File: config.mk
export PLATFORM = sky130hd
export DESIGN_NAME = lru_key_value_cache
export DESIGN_NICKNAME = d
export VERILOG_FILES = /design/src/hdl/lrc_pkg.sv /design/src/hdl/lrc_store.sv /design/src/hdl/lrc_stats.sv /design/src/hdl/lru_key_value_cache.sv
export VERILOG_INCLUDE_DIRS = /design/src /design/src/hdl
export SDC_FILE = /design/constraint.sdc
export NUM_CORES = 2
export LEC_CHECK = 0
export BUFFER_PORTS_ARGS = -buffer_cell sky130_fd_sc_hd__buf_4
export CAP_MARGIN = 20
export CORE_MARGIN = 2
export CORE_UTILIZATION = 60
export CTS_CLUSTER_SIZE = 16
export DETAILED_ROUTE_END_ITERATION = 16
export PLACE_DENSITY_LB_ADDON = 0.2
export SYNTH_ARGS = -nofsm -noshare
export SYNTH_HDL_FRONTEND = slang
export SYNTH_SLANG_ARGS = --single-unit
export TNS_END_PERCENT = 5
File: constraint.sdc
create_clock -name clk -period 26.5 [get_ports clk]
set_clock_uncertainty 0.05 [all_clocks]
set_input_delay 0 -clock clk [delete_from_list [all_inputs] [get_ports clk]]
set_output_delay 0 -clock clk [all_outputs]
set_load 0.02 [all_outputs]
File: src/hdl/lru_key_value_cache_defines.svh
// Assertion macros for the LRU key-value cache.
`ifndef LRU_KEY_VALUE_CACHE_DEFINES_SVH
`define LRU_KEY_VALUE_CACHE_DEFINES_SVH

`ifndef SYNTHESIS

`define LRC_ASSERT_IMPL(label, ante, cons) \
    label: assert property (@(posedge clk) disable iff (!rst_n) (ante) |-> (cons)) \
        else $error("lrc assertion failed");

`define LRC_ASSERT_NEXT(label, ante, cons) \
    label: assert property (@(posedge clk) disable iff (!rst_n) (ante) |=> (cons)) \
        else $error("lrc assertion failed");

`else

`define LRC_ASSERT_IMPL(label, ante, cons)

`define LRC_ASSERT_NEXT(label, ante, cons)

`endif

`endif

File: src/hdl/lrc_pkg.sv
// Shared constants, codes and control structs of the LRU key-value cache.
`default_nettype none

package lrc_pkg;

    localparam int CAPACITY = 16;
    localparam int KEY_BITS = 32;
    localparam int HANDLE_W = 32;
    localparam int IDX_W    = $clog2(CAPACITY);
    localparam int CNT_W    = $clog2(CAPACITY + 1);
    localparam int AGE_W    = IDX_W;
    localparam int ACTION_W = 3;
    localparam int STATUS_W = 2;
    localparam int STAT_W   = 32;
    localparam int MAXE_W   = 5;
    localparam int PADDR_W  = 3;
    localparam int PDATA_W  = 32;

    localparam logic [MAXE_W-1:0]  MAXE_RESET = MAXE_W'(CAPACITY);
    localparam logic [PADDR_W-1:0] ADDR_MAX_ENTRIES = 3'd0;

    localparam logic [ACTION_W-1:0] ACT_LOOKUP = 3'd0;
    localparam logic [ACTION_W-1:0] ACT_INSERT = 3'd1;
    localparam logic [ACTION_W-1:0] ACT_REMOVE = 3'd2;
    localparam logic [ACTION_W-1:0] ACT_CLEAR  = 3'd3;
    localparam logic [ACTION_W-1:0] ACT_RSTCNT = 3'd4;

    localparam logic [STATUS_W-1:0] ST_OK       = 2'd0;
    localparam logic [STATUS_W-1:0] ST_NOTFOUND = 2'd1;
    localparam logic [STATUS_W-1:0] ST_NULL     = 2'd2;

    // command to the entry store for one cycle
    typedef struct packed {
        logic [IDX_W-1:0] idx;        // scan pointer: read port and age update slot
        logic             age_en;
        logic             age_drop;   // 0: touch (younger +1, target 0), 1: older -1
        logic [CNT_W-1:0] age_ref;
        logic [IDX_W-1:0] age_tgt;
        logic             inval_en;
        logic [IDX_W-1:0] inval_slot;
        logic             fill_en;    // new entry: valid, key, handle
        logic             hdl_en;     // handle rewrite only
        logic [IDX_W-1:0] wr_slot;
        logic             clear_all;
    } lrc_store_cmd_t;

    typedef struct packed {
        logic                valid;
        logic [KEY_BITS-1:0] key;
        logic [HANDLE_W-1:0] handle;
        logic [AGE_W-1:0]    age;
    } lrc_store_rd_t;

    typedef struct packed {
        logic inc_hit;
        logic inc_miss;
        logic inc_evict;
        logic clear;
    } lrc_stats_cmd_t;

endpackage

`default_nettype wire

File: src/hdl/lrc_store.sv
// Entry store: keys, handles, ages and valid bits, with the shared age update unit.
`default_nettype none

module lrc_store (
    input  wire logic                           clk,
    input  wire logic                           rst_n,
    input  wire lrc_pkg::lrc_store_cmd_t        cmd,
    input  wire logic [lrc_pkg::KEY_BITS-1:0]   wr_key,
    input  wire logic [lrc_pkg::HANDLE_W-1:0]   wr_handle,
    output lrc_pkg::lrc_store_rd_t              rd,
    output logic [lrc_pkg::CAPACITY-1:0]        valid_vec
);
    import lrc_pkg::*;

    logic [KEY_BITS-1:0] key_reg    [CAPACITY];
    logic [HANDLE_W-1:0] handle_reg [CAPACITY];
    logic [AGE_W-1:0]    age_reg    [CAPACITY];
    logic [CAPACITY-1:0] valid_reg;
    logic [AGE_W-1:0]    age_next;
    logic                age_wr;

    assign rd.valid   = valid_reg[cmd.idx];
    assign rd.key     = key_reg[cmd.idx];
    assign rd.handle  = handle_reg[cmd.idx];
    assign rd.age     = age_reg[cmd.idx];
    assign valid_vec  = valid_reg;

    // one age step per cycle at the scan pointer
    always_comb
    begin
        age_next = rd.age;
        age_wr   = 1'b0;
        if (cmd.age_en && rd.valid)
        begin
            if (!cmd.age_drop)
            begin
                if (cmd.idx == cmd.age_tgt)
                begin
                    age_next = '0;
                    age_wr   = 1'b1;
                end
                else if ({1'b0, rd.age} < cmd.age_ref)
                begin
                    age_next = rd.age + AGE_W'(1);
                    age_wr   = 1'b1;
                end
            end
            else if ({1'b0, rd.age} > cmd.age_ref)
            begin
                age_next = rd.age - AGE_W'(1);
                age_wr   = 1'b1;
            end
        end
    end

    always_ff @(posedge clk or negedge rst_n)
    begin
        if (!rst_n)
        begin
            valid_reg <= '0;
        end
        else if (cmd.clear_all)
        begin
            valid_reg <= '0;
        end
        else
        begin
            if (cmd.inval_en)
            begin
                valid_reg[cmd.inval_slot] <= 1'b0;
            end
            if (cmd.fill_en)
            begin
                valid_reg[cmd.wr_slot] <= 1'b1;
            end
        end
    end

    always_ff @(posedge clk)
    begin
        if (cmd.fill_en)
        begin
            key_reg[cmd.wr_slot] <= wr_key;
        end
        if (cmd.fill_en || cmd.hdl_en)
        begin
            handle_reg[cmd.wr_slot] <= wr_handle;
        end
        if (age_wr)
        begin
            age_reg[cmd.idx] <= age_next;
        end
    end

endmodule

`default_nettype wire

File: src/hdl/lrc_stats.sv
// Saturating hit, miss and eviction counters.
`default_nettype none

module lrc_stats (
    input  wire logic                         clk,
    input  wire logic                         rst_n,
    input  wire lrc_pkg::lrc_stats_cmd_t      cmd,
    output logic [lrc_pkg::STAT_W-1:0]        hits,
    output logic [lrc_pkg::STAT_W-1:0]        misses,
    output logic [lrc_pkg::STAT_W-1:0]        evictions
);
    import lrc_pkg::*;

    logic [STAT_W-1:0] hit_reg, hit_next;
    logic [STAT_W-1:0] miss_reg, miss_next;
    logic [STAT_W-1:0] evict_reg, evict_next;

    always_comb
    begin
        hit_next   = hit_reg;
        miss_next  = miss_reg;
        evict_next = evict_reg;
        if (cmd.clear)
        begin
            hit_next   = '0;
            miss_next  = '0;
            evict_next = '0;
        end
        else
        begin
            if (cmd.inc_hit && (hit_reg != '1))
            begin
                hit_next = hit_reg + STAT_W'(1);
            end
            if (cmd.inc_miss && (miss_reg != '1))
            begin
                miss_next = miss_reg + STAT_W'(1);
            end
            if (cmd.inc_evict && (evict_reg != '1))
            begin
                evict_next = evict_reg + STAT_W'(1);
            end
        end
    end

    always_ff @(posedge clk or negedge rst_n)
    begin
        if (!rst_n)
        begin
            hit_reg   <= '0;
            miss_reg  <= '0;
            evict_reg <= '0;
        end
        else
        begin
            hit_reg   <= hit_next;
            miss_reg  <= miss_next;
            evict_reg <= evict_next;
        end
    end

    assign hits      = hit_reg;
    assign misses    = miss_reg;
    assign evictions = evict_reg;

endmodule

`default_nettype wire

File: src/hdl/lru_key_value_cache.sv
// Flow: a word is scanned against every entry, decided, then, when an entry is touched,
// filled or removed, passed through an age-update pass before the result is registered.
// The single entry scan pointer serves both passes, so a new word is taken only after that.
// The next word is taken while the result word still waits to be taken.
// Reset clears valid bits, occupancy and counters, sets max_entries to 16;
// no clearing pass is needed.
`default_nettype none

`include "lru_key_value_cache_defines.svh"

module lru_key_value_cache (
    input  wire logic                            clk,
    input  wire logic                            rst_n,
    input  wire logic                            in_valid,
    output logic                                 in_stall,
    input  wire logic [lrc_pkg::ACTION_W-1:0]    action,
    input  wire logic [lrc_pkg::KEY_BITS-1:0]    key,
    input  wire logic [lrc_pkg::HANDLE_W-1:0]    handle,
    output logic                                 out_valid,
    input  wire logic                            out_stall,
    output logic [lrc_pkg::STATUS_W-1:0]         status,
    output logic [lrc_pkg::HANDLE_W-1:0]         handle_out,
    output logic                                 evicted,
    output logic [lrc_pkg::KEY_BITS-1:0]         evicted_key,
    output logic [lrc_pkg::CNT_W-1:0]            occupancy,
    output logic [lrc_pkg::STAT_W-1:0]           hits,
    output logic [lrc_pkg::STAT_W-1:0]           misses,
    output logic [lrc_pkg::STAT_W-1:0]           evictions,
    input  wire logic                            psel,
    input  wire logic                            penable,
    input  wire logic                            pwrite,
    input  wire logic [lrc_pkg::PADDR_W-1:0]     paddr,
    input  wire logic [lrc_pkg::PDATA_W-1:0]     pwdata,
    output logic [lrc_pkg::PDATA_W-1:0]          prdata,
    output logic                                 pready
);
    import lrc_pkg::*;

    typedef enum logic [4:0] {
        S_IDLE   = 5'b00001,
        S_SCAN   = 5'b00010,
        S_DECIDE = 5'b00100,
        S_AGE    = 5'b01000,
        S_DONE   = 5'b10000
    } state_t;

    state_t              state_reg, state_next;
    logic [IDX_W-1:0]    idx_reg, idx_next;
    logic [ACTION_W-1:0] act_reg, act_next;
    logic [KEY_BITS-1:0] key_reg, key_next;
    logic [HANDLE_W-1:0] hdl_reg, hdl_next;
    logic [CNT_W-1:0]    count_reg, count_next;
    logic [MAXE_W-1:0]   maxe_reg;

    logic                match_found_reg, match_found_next;
    logic [IDX_W-1:0]    match_slot_reg, match_slot_next;
    logic [AGE_W-1:0]    match_age_reg, match_age_next;
    logic [HANDLE_W-1:0] match_hdl_reg, match_hdl_next;
    logic                free_found_reg, free_found_next;
    logic [IDX_W-1:0]    free_slot_reg, free_slot_next;
    logic                old_found_reg, old_found_next;
    logic [IDX_W-1:0]    old_slot_reg, old_slot_next;
    logic [AGE_W-1:0]    old_age_reg, old_age_next;
    logic [KEY_BITS-1:0] old_key_reg, old_key_next;

    logic                age_drop_reg, age_drop_next;
    logic [CNT_W-1:0]    age_ref_reg, age_ref_next;
    logic [IDX_W-1:0]    age_tgt_reg, age_tgt_next;

    logic [STATUS_W-1:0] res_status_reg, res_status_next;
    logic [HANDLE_W-1:0] res_hdl_reg, res_hdl_next;
    logic                res_ev_reg, res_ev_next;
    logic [KEY_BITS-1:0] res_evk_reg, res_evk_next;

    logic                out_valid_reg, out_valid_next;
    logic [STATUS_W-1:0] out_status_reg;
    logic [HANDLE_W-1:0] out_hdl_reg;
    logic                out_ev_reg;
    logic [KEY_BITS-1:0] out_evk_reg;
    logic [CNT_W-1:0]    out_occ_reg;
    logic [STAT_W-1:0]   out_hits_reg, out_misses_reg, out_evictions_reg;
    logic                out_load;

    lrc_store_cmd_t      scmd;
    lrc_store_rd_t       srd;
    logic [CAPACITY-1:0] valid_vec;
    lrc_stats_cmd_t      tcmd;
    logic [STAT_W-1:0]   st_hits, st_misses, st_evictions;

    logic [CNT_W-1:0]    limit;
    logic                scan_last;
    logic                do_evict;
    logic [IDX_W-1:0]    new_slot;
    logic                cfg_wr;

    lrc_store u_store (
        .clk       (clk),
        .rst_n     (rst_n),
        .cmd       (scmd),
        .wr_key    (key_reg),
        .wr_handle (hdl_reg),
        .rd        (srd),
        .valid_vec (valid_vec)
    );

    lrc_stats u_stats (
        .clk       (clk),
        .rst_n     (rst_n),
        .cmd       (tcmd),
        .hits      (st_hits),
        .misses    (st_misses),
        .evictions (st_evictions)
    );

    // configuration port
    assign pready = 1'b1;
    assign cfg_wr = psel && penable && pwrite && (paddr == ADDR_MAX_ENTRIES);
    assign prdata = (paddr == ADDR_MAX_ENTRIES) ? PDATA_W'(maxe_reg) : '0;

    always_ff @(posedge clk or negedge rst_n)
    begin
        if (!rst_n)
        begin
            maxe_reg <= MAXE_RESET;
        end
        else if (cfg_wr)
        begin
            maxe_reg <= pwdata[MAXE_W-1:0];
        end
    end

    // limit clamped to 1..CAPACITY
    always_comb
    begin
        if (maxe_reg == '0)
        begin
            limit = CNT_W'(1);
        end
        else if (CNT_W'(maxe_reg) > CNT_W'(CAPACITY))
        begin
            limit = CNT_W'(CAPACITY);
        end
        else
        begin
            limit = CNT_W'(maxe_reg);
        end
    end

    assign scan_last = (idx_reg == IDX_W'(CAPACITY - 1));
    assign do_evict  = (count_reg >= limit) && old_found_reg;
    // after an eviction the lowest free slot is the victim or a lower free one
    assign new_slot  = (do_evict && !(free_found_reg && (free_slot_reg < old_slot_reg)))
                       ? old_slot_reg : free_slot_reg;

    assign in_stall = (state_reg != S_IDLE);
    assign out_load = (state_reg == S_DONE) && (!out_valid_reg || !out_stall);

    always_comb
    begin
        state_next       = state_reg;
        idx_next         = idx_reg;
        act_next         = act_reg;
        key_next         = key_reg;
        hdl_next         = hdl_reg;
        count_next       = count_reg;
        match_found_next = match_found_reg;
        match_slot_next  = match_slot_reg;
        match_age_next   = match_age_reg;
        match_hdl_next   = match_hdl_reg;
        free_found_next  = free_found_reg;
        free_slot_next   = free_slot_reg;
        old_found_next   = old_found_reg;
        old_slot_next    = old_slot_reg;
        old_age_next     = old_age_reg;
        old_key_next     = old_key_reg;
        age_drop_next    = age_drop_reg;
        age_ref_next     = age_ref_reg;
        age_tgt_next     = age_tgt_reg;
        res_status_next  = res_status_reg;
        res_hdl_next     = res_hdl_reg;
        res_ev_next      = res_ev_reg;
        res_evk_next     = res_evk_reg;
        out_valid_next   = out_valid_reg && out_stall;

        scmd             = '0;
        scmd.idx         = idx_reg;
        scmd.age_drop    = age_drop_reg;
        scmd.age_ref     = age_ref_reg;
        scmd.age_tgt     = age_tgt_reg;
        tcmd             = '0;

        unique case (state_reg)
            S_IDLE:
            begin
                if (in_valid)
                begin
                    act_next         = action;
                    key_next         = key;
                    hdl_next         = handle;
                    idx_next         = '0;
                    match_found_next = 1'b0;
                    free_found_next  = 1'b0;
                    old_found_next   = 1'b0;
                    state_next       = S_SCAN;
                end
            end

            S_SCAN:
            begin
                if (!match_found_reg && srd.valid && (srd.key == key_reg))
                begin
                    match_found_next = 1'b1;
                    match_slot_next  = idx_reg;
                    match_age_next   = srd.age;
                    match_hdl_next   = srd.handle;
                end
                if (!free_found_reg && !srd.valid)
                begin
                    free_found_next = 1'b1;
                    free_slot_next  = idx_reg;
                end
                if (srd.valid && (!old_found_reg || (srd.age > old_age_reg)))
                begin
                    old_found_next = 1'b1;
                    old_slot_next  = idx_reg;
                    old_age_next   = srd.age;
                    old_key_next   = srd.key;
                end
                if (scan_last)
                begin
                    state_next = S_DECIDE;
                end
                else
                begin
                    idx_next = idx_reg + IDX_W'(1);
                end
            end

            S_DECIDE:
            begin
                res_status_next = ST_OK;
                res_hdl_next    = '0;
                res_ev_next     = 1'b0;
                res_evk_next    = '0;
                idx_next        = '0;
                state_next      = S_DONE;
                age_drop_next   = 1'b0;
                age_tgt_next    = match_slot_reg;
                age_ref_next    = CNT_W'(match_age_reg);
                unique case (act_reg)
                    ACT_LOOKUP:
                    begin
                        if (match_found_reg)
                        begin
                            res_hdl_next = match_hdl_reg;
                            tcmd.inc_hit = 1'b1;
                            state_next   = S_AGE;
                        end
                        else
                        begin
                            res_status_next = ST_NOTFOUND;
                            tcmd.inc_miss   = 1'b1;
                        end
                    end
                    ACT_INSERT:
                    begin
                        if (hdl_reg == '0)
                        begin
                            res_status_next = ST_NULL;
                        end
                        else if (match_found_reg)
                        begin
                            scmd.hdl_en  = 1'b1;
                            scmd.wr_slot = match_slot_reg;
                            state_next   = S_AGE;
                        end
                        else
                        begin
                            if (do_evict)
                            begin
                                scmd.inval_en   = 1'b1;
                                scmd.inval_slot = old_slot_reg;
                                res_ev_next     = 1'b1;
                                res_evk_next    = old_key_reg;
                                tcmd.inc_evict  = 1'b1;
                            end
                            if (do_evict || free_found_reg)
                            begin
                                // new entry: every other valid entry ages by one
                                scmd.fill_en  = 1'b1;
                                scmd.wr_slot  = new_slot;
                                age_tgt_next  = new_slot;
                                age_ref_next  = CNT_W'(CAPACITY);
                                state_next    = S_AGE;
                                if (!do_evict)
                                begin
                                    count_next = count_reg + CNT_W'(1);
                                end
                            end
                        end
                    end
                    ACT_REMOVE:
                    begin
                        if (match_found_reg)
                        begin
                            scmd.inval_en   = 1'b1;
                            scmd.inval_slot = match_slot_reg;
                            age_drop_next   = 1'b1;
                            state_next      = S_AGE;
                            if (count_reg != '0)
                            begin
                                count_next = count_reg - CNT_W'(1);
                            end
                        end
                        else
                        begin
                            res_status_next = ST_NOTFOUND;
                        end
                    end
                    ACT_CLEAR:
                    begin
                        scmd.clear_all = 1'b1;
                        count_next     = '0;
                    end
                    ACT_RSTCNT:
                    begin
                        tcmd.clear = 1'b1;
                    end
                    default:
                    begin
                        res_status_next = ST_OK;
                    end
                endcase
            end

            S_AGE:
            begin
                scmd.age_en = 1'b1;
                if (scan_last)
                begin
                    state_next = S_DONE;
                end
                else
                begin
                    idx_next = idx_reg + IDX_W'(1);
                end
            end

            S_DONE:
            begin
                if (out_load)
                begin
                    out_valid_next = 1'b1;
                    state_next     = S_IDLE;
                end
            end

            default:
            begin
                state_next = S_IDLE;
            end
        endcase
    end

    always_ff @(posedge clk or negedge rst_n)
    begin
        if (!rst_n)
        begin
            state_reg     <= S_IDLE;
            idx_reg       <= '0;
            count_reg     <= '0;
            out_valid_reg <= 1'b0;
        end
        else
        begin
            state_reg     <= state_next;
            idx_reg       <= idx_next;
            count_reg     <= count_next;
            out_valid_reg <= out_valid_next;
        end
    end

    // flags are set up at accept, so they need no reset
    always_ff @(posedge clk)
    begin
        act_reg         <= act_next;
        key_reg         <= key_next;
        hdl_reg         <= hdl_next;
        match_found_reg <= match_found_next;
        match_slot_reg  <= match_slot_next;
        match_age_reg   <= match_age_next;
        match_hdl_reg   <= match_hdl_next;
        free_found_reg  <= free_found_next;
        free_slot_reg   <= free_slot_next;
        old_found_reg   <= old_found_next;
        old_slot_reg    <= old_slot_next;
        old_age_reg     <= old_age_next;
        old_key_reg     <= old_key_next;
        age_drop_reg    <= age_drop_next;
        age_ref_reg     <= age_ref_next;
        age_tgt_reg     <= age_tgt_next;
        res_status_reg  <= res_status_next;
        res_hdl_reg     <= res_hdl_next;
        res_ev_reg      <= res_ev_next;
        res_evk_reg     <= res_evk_next;
    end

    always_ff @(posedge clk)
    begin
        if (out_load)
        begin
            out_status_reg    <= res_status_reg;
            out_hdl_reg       <= res_hdl_reg;
            out_ev_reg        <= res_ev_reg;
            out_evk_reg       <= res_evk_reg;
            out_occ_reg       <= count_reg;
            out_hits_reg      <= st_hits;
            out_misses_reg    <= st_misses;
            out_evictions_reg <= st_evictions;
        end
    end

    assign out_valid   = out_valid_reg;
    assign status      = out_status_reg;
    assign handle_out  = out_hdl_reg;
    assign evicted     = out_ev_reg;
    assign evicted_key = out_evk_reg;
    assign occupancy   = out_occ_reg;
    assign hits        = out_hits_reg;
    assign misses      = out_misses_reg;
    assign evictions   = out_evictions_reg;

    `LRC_ASSERT_IMPL(a_count_matches_valid, 1'b1, count_reg == CNT_W'($countones(valid_vec)))
    `LRC_ASSERT_NEXT(a_accept_leaves_idle, in_valid && !in_stall, state_reg == S_SCAN)
    `LRC_ASSERT_IMPL(a_evict_only_on_insert, res_ev_reg && (state_reg == S_DONE), act_reg == ACT_INSERT)

endmodule

`default_nettype wire
==> flow_metrics.env <==
export IMPL_outcome="finished, final reports clean"
export IMPL_end_kind="flip-flop"
export IMPL_dp_hpwl_mm=79.8
export IMPL_hold_viol=0
export IMPL_wirelength_mm=147
export IMPL_routed_top_layer="met5"
export IMPL_maxCapViolations=0
export IMPL_syn_area_um2=63500
export IMPL_cp_slowest_cell="dfrtp_4"
export IMPL_initial_core_util_pct=60.4
export IMPL_gp_congestion=0.858
export IMPL_routedWlPerCell_um=27.5
export IMPL_synthCells=3317
export IMPL_path_clk_slew_ns=0.06
export IMPL_boundaryPins=312
export IMPL_preCtsSetupSlack_ns=20.04
export IMPL_worst_skew_pair_late_latency_ns=0.77
export IMPL_p_per_area_nw_per_um2=89.3
export IMPL_drc_errors=0
export IMPL_die_h_um=329
export IMPL_syn2layout_area_growth_pct=16.4
export IMPL_yosysWarningCount=0
export IMPL_cts_htree_levels=4
export IMPL_leakage_uw=0.0246
export IMPL_tightest_slew_ns=1.03
export IMPL_cts_setup_buffers=0
export IMPL_cts_tree="done"
export IMPL_fin_crit_ns=6.45
export IMPL_worstSetupPathType="reg -> reg"
export IMPL_cp_cell_sequence="buf_4, buf_12, mux4_1, mux4_2, ha_1, a21oi_1, o22ai_1, o21bai_1, a41oi_1, inv_1, a21oi_1, nand2_1, nor3_1"
export IMPL_overflow=0
export IMPL_slowest_delay_ns=0.89
export IMPL_hold_depth=4
export IMPL_dr_pass1_iters=6
export IMPL_grt_pass1_vias=34400
export IMPL_slew_headroom_pct=31.4
export IMPL_viasPerCell=6.39
export IMPL_utilization_pct=70.3
export IMPL_reg2reg_depth=13
export IMPL_max_freq_mhz=155
export IMPL_drt_iter0_drc=3805
export IMPL_setup_slack_ns=20.05
export IMPL_synth_top_area_share_pct=70.3
export IMPL_rsz0062_at_grt="false"
export IMPL_critPathLaunchType="flip-flop"
export IMPL_ys_async_sr_fraction_pct=8.15
export IMPL_finalPower_uw=6600
export IMPL_synth_distinct_cells=84
export IMPL_rrSetupSlack_ns=20.05
export IMPL_min_path_type="in -> reg"
export IMPL_wl_met1_mm=57.8
export IMPL_cp_common_cell="a21oi_1"
export IMPL_wl_met2_mm=73.1
export IMPL_nets=3955
export IMPL_antenna_cells=0
export IMPL_core_um2=105000
export IMPL_rows=119
export IMPL_cp_arrival_ns=6.79
export IMPL_synth_edf_count=1487
export IMPL_ys_seq_area_share_pct=75.5
export IMPL_drive_gt1_share_pct=23.1
export IMPL_synth_most_common_cell="edfxtp_1"
export IMPL_finalMaxSlewViolations=0
export IMPL_root_buffer="clkbuf_16"
export IMPL_port_buffers=256
export IMPL_ir_drop_v=0.0000750
export IMPL_ys_ff_latch=1619
export IMPL_cts_buffers=158
export IMPL_grt_pass1_wl_mm=217
export IMPL_cts_resized=0
export IMPL_dr_wl_met3_mm=12.5
export IMPL_placed_area_um2=67200
export IMPL_grt_max_degree=143
export IMPL_numClockSinks=1619
export IMPL_cts_max_path_buffers=3
export IMPL_path_buf_inv=3
export IMPL_postSynthAreaPerCell_um2=19.1
export IMPL_synthFlopType="edfxtp_1"
export IMPL_grt_antenna_before_repair=1
export IMPL_cpLargestDelayFamily="buffers and inverters"
export IMPL_dieWidth_um=329
export IMPL_grtUsageTotal_pct=27.4
export IMPL_ys_top_cells_by_area="edfxtp_1, mux4_2, dfrtp_1, mux2i_1, nor2_1"
export IMPL_fin_area_um2=73900
export IMPL_finalSetupViolations=0
export IMPL_die_area_um2=108000
export IMPL_antenna_left=0
export IMPL_crit_required_ns=26.85
export IMPL_vias=34100
export IMPL_synth_common_cells="edfxtp_1, mux4_2, nor2_1, dfrtp_1, nand2_1"
export IMPL_path_depth=13
export IMPL_fin_crit_sh_pct=24.3
export IMPL_finalSetupTns_ns=0
export IMPL_synth_top_area_cell="edfxtp_1"
export IMPL_cp_max_fo=142
worst paths after layout:
kind / end / start
min reg2reg: handle_out[13] / res_hdl_reg[13]
min: out_valid / out_stall
max in group asynchronous: u_stats.evictions[12] / rst_n
min in group asynchronous: maxe_reg[4] / rst_n
max: u_store.age_reg[1][2] / idx_reg[1]
max reg2reg: u_store.age_reg[1][2] / idx_reg[1]
per-layer routing:
| metal | track usage, % | vias up |
|---|---|---|
| met5 | 0 | - |
| met4 | 8.26 | 2 |
| met3 | 4.94 | 254 |
| met2 | 44.7 | 1820 |
| met1 | 38.4 | 17700 |
| li1 | - | 14300 |
final cells by class:
type	instances	area (µm²)
Clock buffer	204	4230
Multi-Input combinational cell	1495	14800
Tap cell	1391	1740
Clock inverter	83	921
Fill cell	6259	31200
Inverter	63	243
Sequential cell	1619	48000
Timing Repair Buffer	480	4040
power breakdown:
part	internal [µW]	switching, µW
clock network	1290	932
registers	2990	153
logic	561	671
total	4840	1760
cells by family after synthesis:
group           after synthesis  share of synthesized area (%)
other cells                   2                         0.0118
buf+inv                     229                           1.76
compound gates              296                           3.04
flops                      1619                           75.5
fa+ha+maj                    29                          0.583
mux                         399                           12.5
xor+xnor                    105                           1.45
simple gates                638                           5.15
worst register-to-register path, stage by stage (launching register included):
cell and delay (ns):
dfrtp_4 0.89, buf_4 0.74, buf_12 0.64, mux4_1 0.55
mux4_2 0.63, ha_1 0.37, a21oi_1 0.07, o22ai_1 0.17
o21bai_1 0.18, a41oi_1 0.45, inv_1 0.12, a21oi_1 0.38
nand2_1 0.28, nor3_1 0.55
timing repair:
action	CTS	global route
hold buffers	155	0
endpoints found under the hold margin	276	0
setup endpoints to repair	0	0
stage by stage:
| stage | hold slack [ns] | cells |
|---|---|---|
| after CTS | 0.104 | 5331 |
| after floorplan | -0.346 | 3343 |
| after global placement | 0.0859 | 4889 |
| after global routing | 0.140 | 5335 |
| final | 0.154 | 5335 |
| after detailed placement | 0.116 | 4889 |
cells in the final DEF (no fill, tap or decap), types with 9 or more instances in the layout:
| master | Yosys | layout |
|---|---|---|
| edfxtp_1 | 1487 | 1487 |
| buf_4 | 38 | 322 |
| mux4_2 | 295 | 295 |
| clkbuf_16 | 0 | 162 |
| dlygate4sd3_1 | 0 | 154 |
| nor2_1 | 162 | 139 |
| nand2_1 | 129 | 129 |
| dfrtp_1 | 130 | 126 |
| mux2i_1 | 82 | 82 |
| o21ai_0 | 72 | 72 |
| xnor2_1 | 66 | 66 |
| a21oi_1 | 65 | 63 |
| inv_1 | 62 | 60 |
| and2_1 | 54 | 54 |
| and3_1 | 49 | 49 |
| nand3_1 | 40 | 40 |
| clkbuf_1 | 62 | 40 |
| xor2_1 | 39 | 39 |
| nor3_1 | 35 | 35 |
| a22oi_1 | 31 | 31 |
| nor4_1 | 39 | 30 |
| or3_1 | 30 | 30 |
| clkinv_1 | 1 | 29 |
| nand4_1 | 28 | 28 |
| ha_1 | 28 | 28 |
| conb_1 | 2 | 28 |
| nor2_4 | 0 | 21 |
| clkinv_2 | 0 | 17 |
| nand2b_1 | 17 | 17 |
| a31oi_1 | 16 | 16 |
| bufinv_16 | 0 | 16 |
| and4_1 | 18 | 15 |
| mux4_1 | 13 | 13 |
| o211ai_1 | 13 | 13 |
| o22ai_1 | 11 | 11 |
| a21o_1 | 11 | 11 |
| nor2b_1 | 10 | 10 |
| o21a_1 | 10 | 10 |
| nor4_2 | 0 | 9 |
(Power assumes the default switching activity.)
